<file path="config.mk">
export PLATFORM = sky130hd
export DESIGN_NAME = posix_cksum_crc32
export DESIGN_NICKNAME = d
export VERILOG_FILES = /design/src/rtl/core/pcksum_pkg.sv /design/src/rtl/core/pcksum_ctrl.sv /design/src/rtl/core/pcksum_dp.sv /design/src/rtl/core/posix_cksum_crc32.sv
export SDC_FILE = /design/constraint.sdc
export NUM_CORES = 1
export LEC_CHECK = 0
export ABC_CLOCK_PERIOD_IN_PS = 10300
export BUFFER_PORTS_ARGS = -buffer_cell sky130_fd_sc_hd__buf_4
export CAP_MARGIN = 40
export CORE_AREA = 2 2 263 161
export CTS_CLUSTER_DIAMETER = 100
export DETAILED_ROUTE_END_ITERATION = 10
export DIE_AREA = 0 0 265 163
export PLACE_DENSITY = 0.5
export SYNTH_ARGS = -nofsm -noshare
export SYNTH_HDL_FRONTEND = slang
export SYNTH_SLANG_ARGS = --single-unit
</file>
<file path="constraint.sdc">
create_clock -name clk -period 10.3 [get_ports clk]
set_input_delay 2.575 -clock clk [delete_from_list [all_inputs] [get_ports clk]]
set_output_delay 2.575 -clock clk [all_outputs]
set_load 0.02 [all_outputs]
</file>
<file path="src/rtl/core/pcksum_pkg.sv">
// ----------------------------------------------------------------------------
// pcksum_pkg
// Shared types, constants and the CRC byte update for the cksum block.
// ----------------------------------------------------------------------------
package pcksum_pkg;

	// width of the running byte count; 8 to 64
	localparam int COUNT_BITS = 64;

	localparam logic [31:0] CRC_POLY = 32'h04C1_1DB7;

	typedef struct packed {
		logic [7:0] data_byte;
		logic       has_data;
		logic       end_of_stream;
	} item_t;

	typedef struct packed {
		logic [31:0] checksum;
		logic [63:0] byte_count;
	} result_t;

	typedef enum logic {
		ST_IDLE,
		ST_FOLD
	} state_t;

	// controller -> datapath
	typedef struct packed {
		logic load_item;  // beat accepted: take byte (if any) and count it
		logic fold_step;  // fold one length byte into the CRC
		logic emit;       // latch result, clear CRC and count
	} cmd_t;

	// datapath -> controller
	typedef struct packed {
		logic left_zero;  // no length bytes remain to fold
	} status_t;

	// MSB-first CRC-32 update by one byte, eight shift steps
	function automatic logic [31:0] crc_feed(input logic [31:0] crc, input logic [7:0] b);
		logic [31:0] c;
		c = crc ^ {b, 24'h0};
		for (int k = 0; k < 8; k++) begin
			c = c[31] ? ({c[30:0], 1'b0} ^ CRC_POLY) : {c[30:0], 1'b0};
		end
		return c;
	endfunction

endpackage

</file>
<file path="src/rtl/core/pcksum_ctrl.sv">
// ----------------------------------------------------------------------------
// pcksum_ctrl
// Sequencer: takes beats, runs the length fold, owns the result valid.
// ----------------------------------------------------------------------------
module pcksum_ctrl (
	input  logic                clk,
	input  logic                arst_n,
	input  logic                item_valid,
	input  logic                item_eos,
	output logic                item_stall,
	output logic                result_valid,
	input  logic                result_stall,
	output pcksum_pkg::cmd_t    cmd,
	input  pcksum_pkg::status_t status
);
	import pcksum_pkg::*;

	state_t state_q, state_d;
	logic   out_valid_q;
	logic   slot_free;

	assign item_stall   = (state_q != ST_IDLE);
	assign result_valid = out_valid_q;
	assign slot_free    = !out_valid_q || !result_stall;

	always_ff @(posedge clk or negedge arst_n) begin
		if (!arst_n) begin
			state_q     <= ST_IDLE;
			out_valid_q <= 1'b0;
		end else begin
			state_q <= state_d;
			if (cmd.emit)
				out_valid_q <= 1'b1;
			else if (!result_stall)
				out_valid_q <= 1'b0;
		end
	end

	always_comb begin
		state_d       = state_q;
		cmd.load_item = 1'b0;
		cmd.fold_step = 1'b0;
		cmd.emit      = 1'b0;
		unique case (state_q)
			ST_IDLE: begin
				if (item_valid) begin
					cmd.load_item = 1'b1;
					if (item_eos)
						state_d = ST_FOLD;
				end
			end
			ST_FOLD: begin
				if (!status.left_zero) begin
					cmd.fold_step = 1'b1;
				end else if (slot_free) begin
					cmd.emit = 1'b1;
					state_d  = ST_IDLE;
				end
			end
			default: state_d = ST_IDLE;
		endcase
	end

endmodule

</file>
<file path="src/rtl/core/pcksum_dp.sv">
// ----------------------------------------------------------------------------
// pcksum_dp
// Datapath: running CRC, byte count, fold shifter and result register.
// ----------------------------------------------------------------------------
module pcksum_dp (
	input  logic                clk,
	input  logic                arst_n,
	input  pcksum_pkg::item_t   item,
	input  pcksum_pkg::cmd_t    cmd,
	output pcksum_pkg::status_t status,
	output pcksum_pkg::result_t result
);
	import pcksum_pkg::*;

	logic [31:0]           crc_q;
	logic [COUNT_BITS-1:0] cnt_q;
	logic [COUNT_BITS-1:0] left_q;
	result_t               result_q;

	logic [31:0]           crc_n;
	logic [COUNT_BITS-1:0] cnt_n;

	always_comb begin
		crc_n = item.has_data ? crc_feed(crc_q, item.data_byte) : crc_q;
		cnt_n = item.has_data ? cnt_q + COUNT_BITS'(1) : cnt_q;
	end

	assign status.left_zero = (left_q == '0);
	assign result           = result_q;

	always_ff @(posedge clk or negedge arst_n) begin
		if (!arst_n) begin
			crc_q <= '0;
			cnt_q <= '0;
		end else begin
			priority if (cmd.load_item) begin
				crc_q <= crc_n;
				cnt_q <= cnt_n;
			end else if (cmd.fold_step) begin
				crc_q <= crc_feed(crc_q, left_q[7:0]);
			end else if (cmd.emit) begin
				crc_q <= '0;
				cnt_q <= '0;
			end
		end
	end

	// length bytes go in LSB first until nothing is left
	always_ff @(posedge clk) begin
		if (cmd.load_item)
			left_q <= cnt_n;
		else if (cmd.fold_step)
			left_q <= left_q >> 8;
		if (cmd.emit) begin
			result_q.checksum   <= ~crc_q;
			result_q.byte_count <= 64'(cnt_q);
		end
	end

endmodule

</file>
<file path="src/rtl/core/posix_cksum_crc32.sv">
// ----------------------------------------------------------------------------
// posix_cksum_crc32
// Stream checksum as computed by POSIX cksum: CRC-32 plus byte count.
//
// A data beat (has_data set, end_of_stream clear) is taken every cycle while
// no fold runs. A beat with end_of_stream set (with or without a byte) starts
// the length fold: the byte count is fed into the CRC one byte per cycle, LSB
// first, until the remaining count is zero, so the end beat holds the input
// off until its result is latched. Only significant count bytes are folded
// (none for an empty stream, at most COUNT_BITS/8), through a byte-wide CRC
// update apart from the one for data bytes. The result sits in an output
// register; new data beats are taken while it waits, and a following end beat
// finishes its fold only once the previous result has been taken.
// ----------------------------------------------------------------------------
module posix_cksum_crc32 (
	input  logic                clk,
	input  logic                arst_n,
	input  logic                item_valid,
	output logic                item_stall,
	input  pcksum_pkg::item_t   item,
	output logic                result_valid,
	input  logic                result_stall,
	output pcksum_pkg::result_t result
);
	import pcksum_pkg::*;

	cmd_t    cmd;
	status_t status;

	pcksum_ctrl u_ctrl (
		.clk          (clk),
		.arst_n       (arst_n),
		.item_valid   (item_valid),
		.item_eos     (item.end_of_stream),
		.item_stall   (item_stall),
		.result_valid (result_valid),
		.result_stall (result_stall),
		.cmd          (cmd),
		.status       (status)
	);

	pcksum_dp u_dp (
		.clk    (clk),
		.arst_n (arst_n),
		.item   (item),
		.cmd    (cmd),
		.status (status),
		.result (result)
	);

endmodule
</file>
==> results of run 1 <==
==> report_power, final <==
part	switching [W]	internal, W
sequential	0.000164	0.00138
clock	0.000435	0.000665
combinational	0.00138	0.00115
total	0.00198	0.00320
==> how the worst min path moves through the flow <==
stage / cells past startpoint / from / slack, ns / endpoint
4_1_cts: 2 / u_dp.crc_q[23] / 0.50 / u_dp.crc_q[23]
5_1_grt: 2 / u_dp.crc_q[23] / 0.54 / u_dp.crc_q[23]
3_5_place_dp: 2 / u_dp.crc_q[23] / 0.49 / u_dp.crc_q[23]
3_3_place_gp: 1 / u_dp.crc_q[22] / 0.49 / u_dp.crc_q[22]
6_report: 2 / u_dp.crc_q[23] / 0.50 / u_dp.crc_q[23]
2_1_floorplan: 0 / u_dp.cnt_q[40] / 0.42 / u_dp.result[40]
==> logic make-up (layout without fill, tap and decap cells) <==
kind of cell             Yosys count  after routing  share of synthesized area [%]
flip-flops                       258            258                           59.9
AND/OR/NAND/NOR                  243            243                           9.89
AO/OA/AOI/OAI                    196            196                           11.9
XOR/XNOR                         189            189                           14.9
buffers and inverters             94            219                           2.96
multiplexers                       4              4                          0.330
adder cells (fa/ha/maj)            1              1                          0.103
==> metal layers <==
layer  up-vias  wire, um  global-route usage (%)  share of wire, %
met5         -         0                       0                 0
met4         0       518                    2.65               1.6
met3        37      2010                    2.90               6.0
met2       238     13000                    20.6                39
met1      4013     17600                    25.4                53
li1       3825         -                       -                 -
==> cells in the mapped netlist (all sizes together) (2+ instances only) <==
| master | instances |
|---|---|
| edfxtp | 160 |
| xnor2 | 149 |
| dfrtp | 98 |
| nand2 | 87 |
| o2bb2ai | 49 |
| o21ai | 45 |
| inv | 44 |
| clkbuf | 42 |
| xor2 | 38 |
| nor2 | 36 |
| nor4 | 34 |
| a221oi | 27 |
| a21o | 26 |
| nand3 | 25 |
| a21oi | 23 |
| nand4 | 20 |
| nor3 | 20 |
| o31ai | 11 |
| and4 | 8 |
| buf | 8 |
| o221a | 6 |
| and3 | 5 |
| a22o | 4 |
| mux2i | 4 |
| or3 | 2 |
| or4 | 2 |
| xnor3 | 2 |
==> flip-flops by register name, summed over array words and instances, names as in the netlist <==
register,flops
u_ctrl.item_stall,1
u_ctrl.result_valid,1
u_dp.cnt_q,64
u_dp.crc_q,32
u_dp.left_q,64
u_dp.result,96
==> worst max-delay path, cell delays in order <==
cell and delay [ns]:
buf_4 0.15, and4_1 0.28, and4_1 0.41, nand4_1 0.69
nor4_1 0.55, xnor2_1 0.19, o21ai_0 0.10
==> area by class of cell <==
class                   instances  area, um^2  share of cell area, %
clock inverters                12         199                   1.36
repair buffers                123         982                   6.72
multi-input cells             633        4530                   31.0
flip-flops and latches        258        7260                   49.7
clock buffers                  40         797                   5.46
well taps                     540         676                   4.63
inverters                      44         165                   1.13
==> layout by cell type, fill, tap and decap left out, drive strengths merged, types with 2 or more instances in the layout <==
| cell type | netlist | routed |
|---|---|---|
| clkbuf | 42 | 40 |
| and3 | 5 | 5 |
| o2bb2ai | 49 | 49 |
| clkinv | 0 | 4 |
| o21ai | 45 | 45 |
| nand4 | 20 | 20 |
| dfrtp | 98 | 98 |
| nor2 | 36 | 36 |
| xor2 | 38 | 38 |
| bufinv | 0 | 5 |
| o31ai | 11 | 11 |
| nand3 | 25 | 25 |
| a21o | 26 | 26 |
| nand2 | 87 | 87 |
| and4 | 8 | 8 |
| buf | 8 | 122 |
| inv | 44 | 45 |
| clkinvlp | 0 | 2 |
| mux2i | 4 | 4 |
| edfxtp | 160 | 160 |
| or4 | 2 | 2 |
| nor3 | 20 | 20 |
| o221a | 6 | 6 |
| a22o | 4 | 4 |
| nor4 | 34 | 34 |
| xnor3 | 2 | 2 |
| xnor2 | 149 | 149 |
| a21oi | 23 | 23 |
| or3 | 2 | 2 |
| a221oi | 27 | 27 |
==> per-stage QoR <==
step | setup WS (ns) | cell area, um^2 | std cells | utilization, %
2_1_floorplan | 3.61 | 12100 | 985 | -
3_3_place_gp | 4.94 | 13500 | 1593 | 32.9
3_5_place_dp | 5.07 | 13600 | 1598 | 33.1
4_1_cts | 5.65 | 14600 | 1650 | 35.6
5_1_grt | 5.47 | 14600 | 1650 | 35.6
6_report | 5.62 | 14600 | 1650 | 35.6
==> reports/qor.yml, run 1 <==
global_routing:
  grt_pass1_wl_um: 50800
  grt.total_usage_pct: 15.4
  grt_max_degree: 85
  antenna_found_initial: 0
  grt-ovfl-total: 0
  grt_pass1_vias: 7924
pwr:
  max-vdd-ir-drop_v: 0.000225
  total_leakage_power_nw: 5.32
  power_w: 0.00518
  powerDensity_nw_per_um2: 355
timing:
  hold-worst-slack_ns: 0.504
  setup_viol: 0
  tns_ns: 0
  worstMarginPinSlew_ns: 0.881
  rsz0062_at_grt: "no"
  min_period_ns: 4.68
  slew_violations: 0
  relSlewSlack_pct: 40.8
  final_hold_viol_count: 0
  fmax_mhz: 214
  skew_ns: 0.0122
  period_share_pct: 45.4
placed_design:
  port_buffers: 111
  detailed_place_hpwl_um: 22900
  gp_routability_congestion: 0.847
setup_path:
  crit_start: "item[1]"
  path_max_fanout: 13
  cp.required_ns: 10.59
  r2r_start: "u_dp.left_q[36]"
  worstReg2RegEnd: "u_dp.result[6]"
  worstSetupPathType: "input pin to flip-flop"
  reg2reg_depth: 5
  start_kind: "input pin"
  arrival_ns: 4.97
  crit_path_end_kind: "flip-flop"
  regToRegSetupSlack_ns: 6.51
  critPathCapture: "u_dp.left_q[39]"
logic_synthesis:
  ys.flop_type: "edfxtp_1"
  ys_seq_area_share_pct: 59.9
  synth_area_leaders: "edfxtp_1 (40%), dfrtp_1 (20%), xnor2_1 (10%), o2bb2ai_1 (3.5%), nand2_1 (2.7%)"
  syn_avg_cell_area_um2: 12.3
  synth_largest_area_cell: "edfxtp_1"
  synth_seq_cells: 258
  synth_top_area_share_pct: 39.7
  yosys_warnings: 0
  synth-edff-count: 160
  synth.distinct_cells: 46
  synth_area_um2: 12100
  async_reset_ff_share_pct: 38.0
  syn-num-nets: 1000
  synthCells: 985
drt:
  drtIter0Drc: 783
  totalWireLength_um: 33200
  num_vias: 8113
  ant_nets: 0
  wl_per_cell_um: 20.1
  via_per_inst: 4.92
  drcViolationCount: 0
  dr.pass1.iters: 5
status:
  status: "complete, no violations"
floorplanning:
  die_height_um: 163
  die-area_um2: 43200
  ios: 112
  coreArea_um2: 41100
  start_util_pct: 29.5
  fp.dieW_um: 265
  num_rows: 58
final_layout:
  n_antenna_cell: 0
  nFillCells: 4098
  finish.net_count: 1103
  drive_above_1_share_pct: 17.8
  syn_to_final_growth_pct: 20.5
flow_run:
  cap_violations: 0
clock_network:
  htree_levels: 1
  ctsResizeCount: 0
  cts_tree: "yes"
  numCtsBuffers: 28
  cts_hold_buf: 0
  insertion_delay_ns: 0.55
  post_cts_buffers: 0
  clkTransAtPathRegs_ns: 0.07
  cts_buffer_depth: 3
  cts.sinks: 258
  clockRootBuffer: "clkbuf_16"
worst_hold_path:
  hp-class: "flip-flop to flip-flop"
(Power assumes the default switching activity.)
==> run 2, diff against run 1 <==
- ABC_CLOCK_PERIOD_IN_PS: 10300 -> 4600
- clock period: 10.3 -> 4.6 ns (I/O delays scaled with it)
==> run 2 against run 1 <==
Combinational power rose by 130%. Power increased by 120%. Critical path depth stayed put. Via count is 1.1% higher. Global-route usage down 0.091 points. Sequential power increased by 120%. Routed wire length down 0.32%. Largest power group unchanged. Highest routed layer unchanged.
==> reports/qor.yml, run 2 (synthesis gave the netlist of run 1 again) <==
status:
  status: "complete, no violations"  # unchanged
final_layout:
  finish.net_count: 1108  # was 1103
  multi_input_area_um2: 4530  # unchanged
  seq_area_um2: 7260  # unchanged
  nFillCells: 4072  # was 4098
  largest_register_ffs: 96  # unchanged
  fin_area_um2: 14500  # was 14600 um^2
  final_common_cell: "edfxtp_1"  # unchanged
  syn_to_final_growth_pct: 19.6  # was 20.5%
  final_cell_mix: "edfxtp_1 (160), xnor2_1 (139), buf_4 (126), dfrtp_1 (98), nand2_1 (85)"  # was edfxtp_1 (160), xnor2_1 (139), buf_4 (118), dfrtp_1 (98), nand2_1 (85)
  drive_above_1_share_pct: 17.9  # was 17.8%
  final_util_pct: 35.3  # was 35.6%
  n_antenna_cell: 0  # unchanged
setup_path:
  arrival_ns: 3.83  # was 4.97 ns
  r2r_start: "u_dp.left_q[47]"  # was u_dp.left_q[36]
  path_common_cell: "nor4_1"  # was and4_1
  path_max_fanout: 63  # was 13
  max_stage_delay_ns: 0.71  # was 0.69 ns
  worst-path-stages: 7  # unchanged
  worstReg2RegEnd: "u_dp.cnt_q[59]"  # was u_dp.result[6]
  crit_chain: "nor4_1 > nand4_1 > nor4_1 > and3_4 > nor2_4 > buf_4 > a21o_1"  # was buf_4 > and4_1 > and4_1 > nand4_1 > nor4_1 > xnor2_1 > o21ai_0
  crit_slowest_cell: "nor4_1"  # was nand4_1
  start_kind: "flip-flop"  # was input pin
  critPathCapture: "u_dp.cnt_q[59]"  # was u_dp.left_q[39]
  crit_buf_inv: 1  # unchanged
  regToRegSetupSlack_ns: 1.20  # was 6.51 ns
  crit_start: "u_dp.left_q[47]"  # was item[1]
  critPathTopFamily: "simple AND/OR/NAND/NOR gates"  # unchanged
  reg2reg_depth: 7  # was 5
  crit_path_end_kind: "flip-flop"  # unchanged
  cp.required_ns: 5.03  # was 10.59 ns
  worstSetupPathType: "flip-flop to flip-flop"  # was input pin to flip-flop
clock_network:
  cts.sinks: 258  # unchanged
  ctsResizeCount: 0  # unchanged
  cts_hold_buf: 0  # unchanged
  htree_levels: 1  # unchanged
  cts_tree: "yes"  # unchanged
  numCtsBuffers: 27  # was 28
  insertion_delay_ns: 0.55  # about the same
  post_cts_buffers: 0  # unchanged
  cts_buffer_depth: 3  # unchanged
  clkTransAtPathRegs_ns: 0.06  # was 0.07 ns
  clockRootBuffer: "clkbuf_16"  # unchanged
pwr:
  total_leakage_power_nw: 5.28  # was 5.32 nW
  powerDensity_nw_per_um2: 784  # was 355 nW/um^2
  max-vdd-ir-drop_v: 0.000503  # was 0.000225 V
worst_hold_path:
  hp-class: "flip-flop to flip-flop"  # unchanged
  hold_start: "u_dp.crc_q[23]"  # unchanged
  hold-path-cell-count: 2  # unchanged
floorplanning:
  num_rows: 58  # unchanged
  ios: 112  # unchanged
  coreArea_um2: 41100  # unchanged
  fp.dieW_um: 265  # unchanged
  die_height_um: 163  # unchanged
  die-area_um2: 43200  # unchanged
  start_util_pct: 29.5  # unchanged
timing:
  relSlewSlack_pct: 42.9  # was 40.8%
  setup_viol: 0  # unchanged
  finalWorstSetupSlack_ns: 1.20  # was 5.62 ns
  period_share_pct: 74.0
  rsz0062_at_grt: "no"  # unchanged
  final_hold_viol_count: 0  # unchanged
  hold-worst-slack_ns: 0.510  # was 0.504 ns
  min_period_ns: 3.40
  slew_violations: 0  # unchanged
  skew_ns: 0.0147  # was 0.0122 ns
  fmax_mhz: 294
  tns_ns: 0  # unchanged
  worstMarginPinSlew_ns: 0.850  # was 0.881 ns
placed_design:
  pre_cts_ws_ns: 1.03  # was 5.07 ns
  gp_routability_congestion: 0.833  # was 0.847
  placed_cell_area_um2: 13600  # about the same
  port_buffers: 111  # unchanged
  detailed_place_hpwl_um: 23000  # was 22900 um
drt:
  num_vias: 8205  # was 8113
  totalWireLength_um: 33100  # was 33200 um
  via_per_inst: 4.96  # was 4.92
  drcViolationCount: 0  # unchanged
  dr.pass1.iters: 5  # unchanged
  wl_per_cell_um: 20.0  # was 20.1 um
  drtIter0Drc: 657  # was 783
  ant_nets: 0  # unchanged
global_routing:
  grt_max_degree: 127  # was 85
  grt-ovfl-total: 0  # unchanged
  grt.total_usage_pct: 15.4  # about the same
  grt_pass1_wl_um: 50700  # was 50800 um
  grt_pass1_vias: 7965  # was 7924
  antenna_found_initial: 0  # unchanged
flow_run:
  cap_violations: 0  # unchanged
-- run 2: cell types whose count changed in the layout (fill, tap and decap cells not counted) --
| cell | before | now |
|---|---|---|
| buf_4 | 118 | 126 |
| clkdlybuf4s18_2 | 1 | 0 |
| clkinv_4 | 1 | 0 |
| bufinv_16 | 5 | 2 |
| clkbuf_1 | 8 | 9 |
| buf_6 | 1 | 0 |
| inv_8 | 1 | 0 |
| buf_16 | 2 | 1 |
| clkbuf_16 | 29 | 27 |
| buf_12 | 1 | 2 |
| clkinvlp_4 | 2 | 1 |
| clkinv_1 | 1 | 2 |
| clkinv_2 | 2 | 5 |
-- run 2: worst register-to-register path, cell delays in order, from the launching register on --
cell and delay, ns:
edfxtp_1 0.39, nor4_1 0.48, nand4_1 0.23, nor4_1 0.71, and3_4 0.69, nor2_4 0.07, buf_4 0.34, a21o_1 0.36
-- run 2: worst min path at each step --
stage	endpoint	slack [ns]
after detailed placement	u_dp.result[63]	0.49
after floorplan	u_dp.result[40]	0.42
final	u_dp.crc_q[23]	0.51
after global routing	u_dp.result[63]	0.54
after CTS	u_dp.crc_q[23]	0.51
after global placement	u_dp.crc_q[23]	0.48
-- run 2: cell type report --
class                      count  area share [%]
sequential                   258            50.1
inverter                      44            1.14
clock buffer                  39            5.18
tap                          540            4.66
timing repair buffer         129            6.99
clock inverter                10           0.691
multi-input combinational    633            31.3
-- run 2: routing by layer --
metal	part of all wire (%)	track usage, %	vias up	wire [um]
met3	5.7	2.75	31	1890
met5	0	0	-	0
met1	53	25.2	4086	17600
met2	40	20.7	249	13100
met4	1.4	2.57	0	456
li1	-	-	3839	-
-- run 2: per-stage QoR --
| stage | power [W] | std cells |
|---|---|---|
| global route | 0.0122 | 1653 |
| CTS | 0.0114 | 1653 |
| detailed placement | 0.00920 | 1604 |
| finish | 0.0114 | 1653 |
| global placement | 0.00917 | 1603 |
| floorplan | 0.00783 | 985 |
-- run 2: power breakdown --
part	leakage (nW)	internal (W)	total, W	switching, W
sequential	2.82	0.00309	0.00346	0.000366
clock	0.416	0.00124	0.00216	0.000917
combinational	2.05	0.00261	0.00575	0.00314
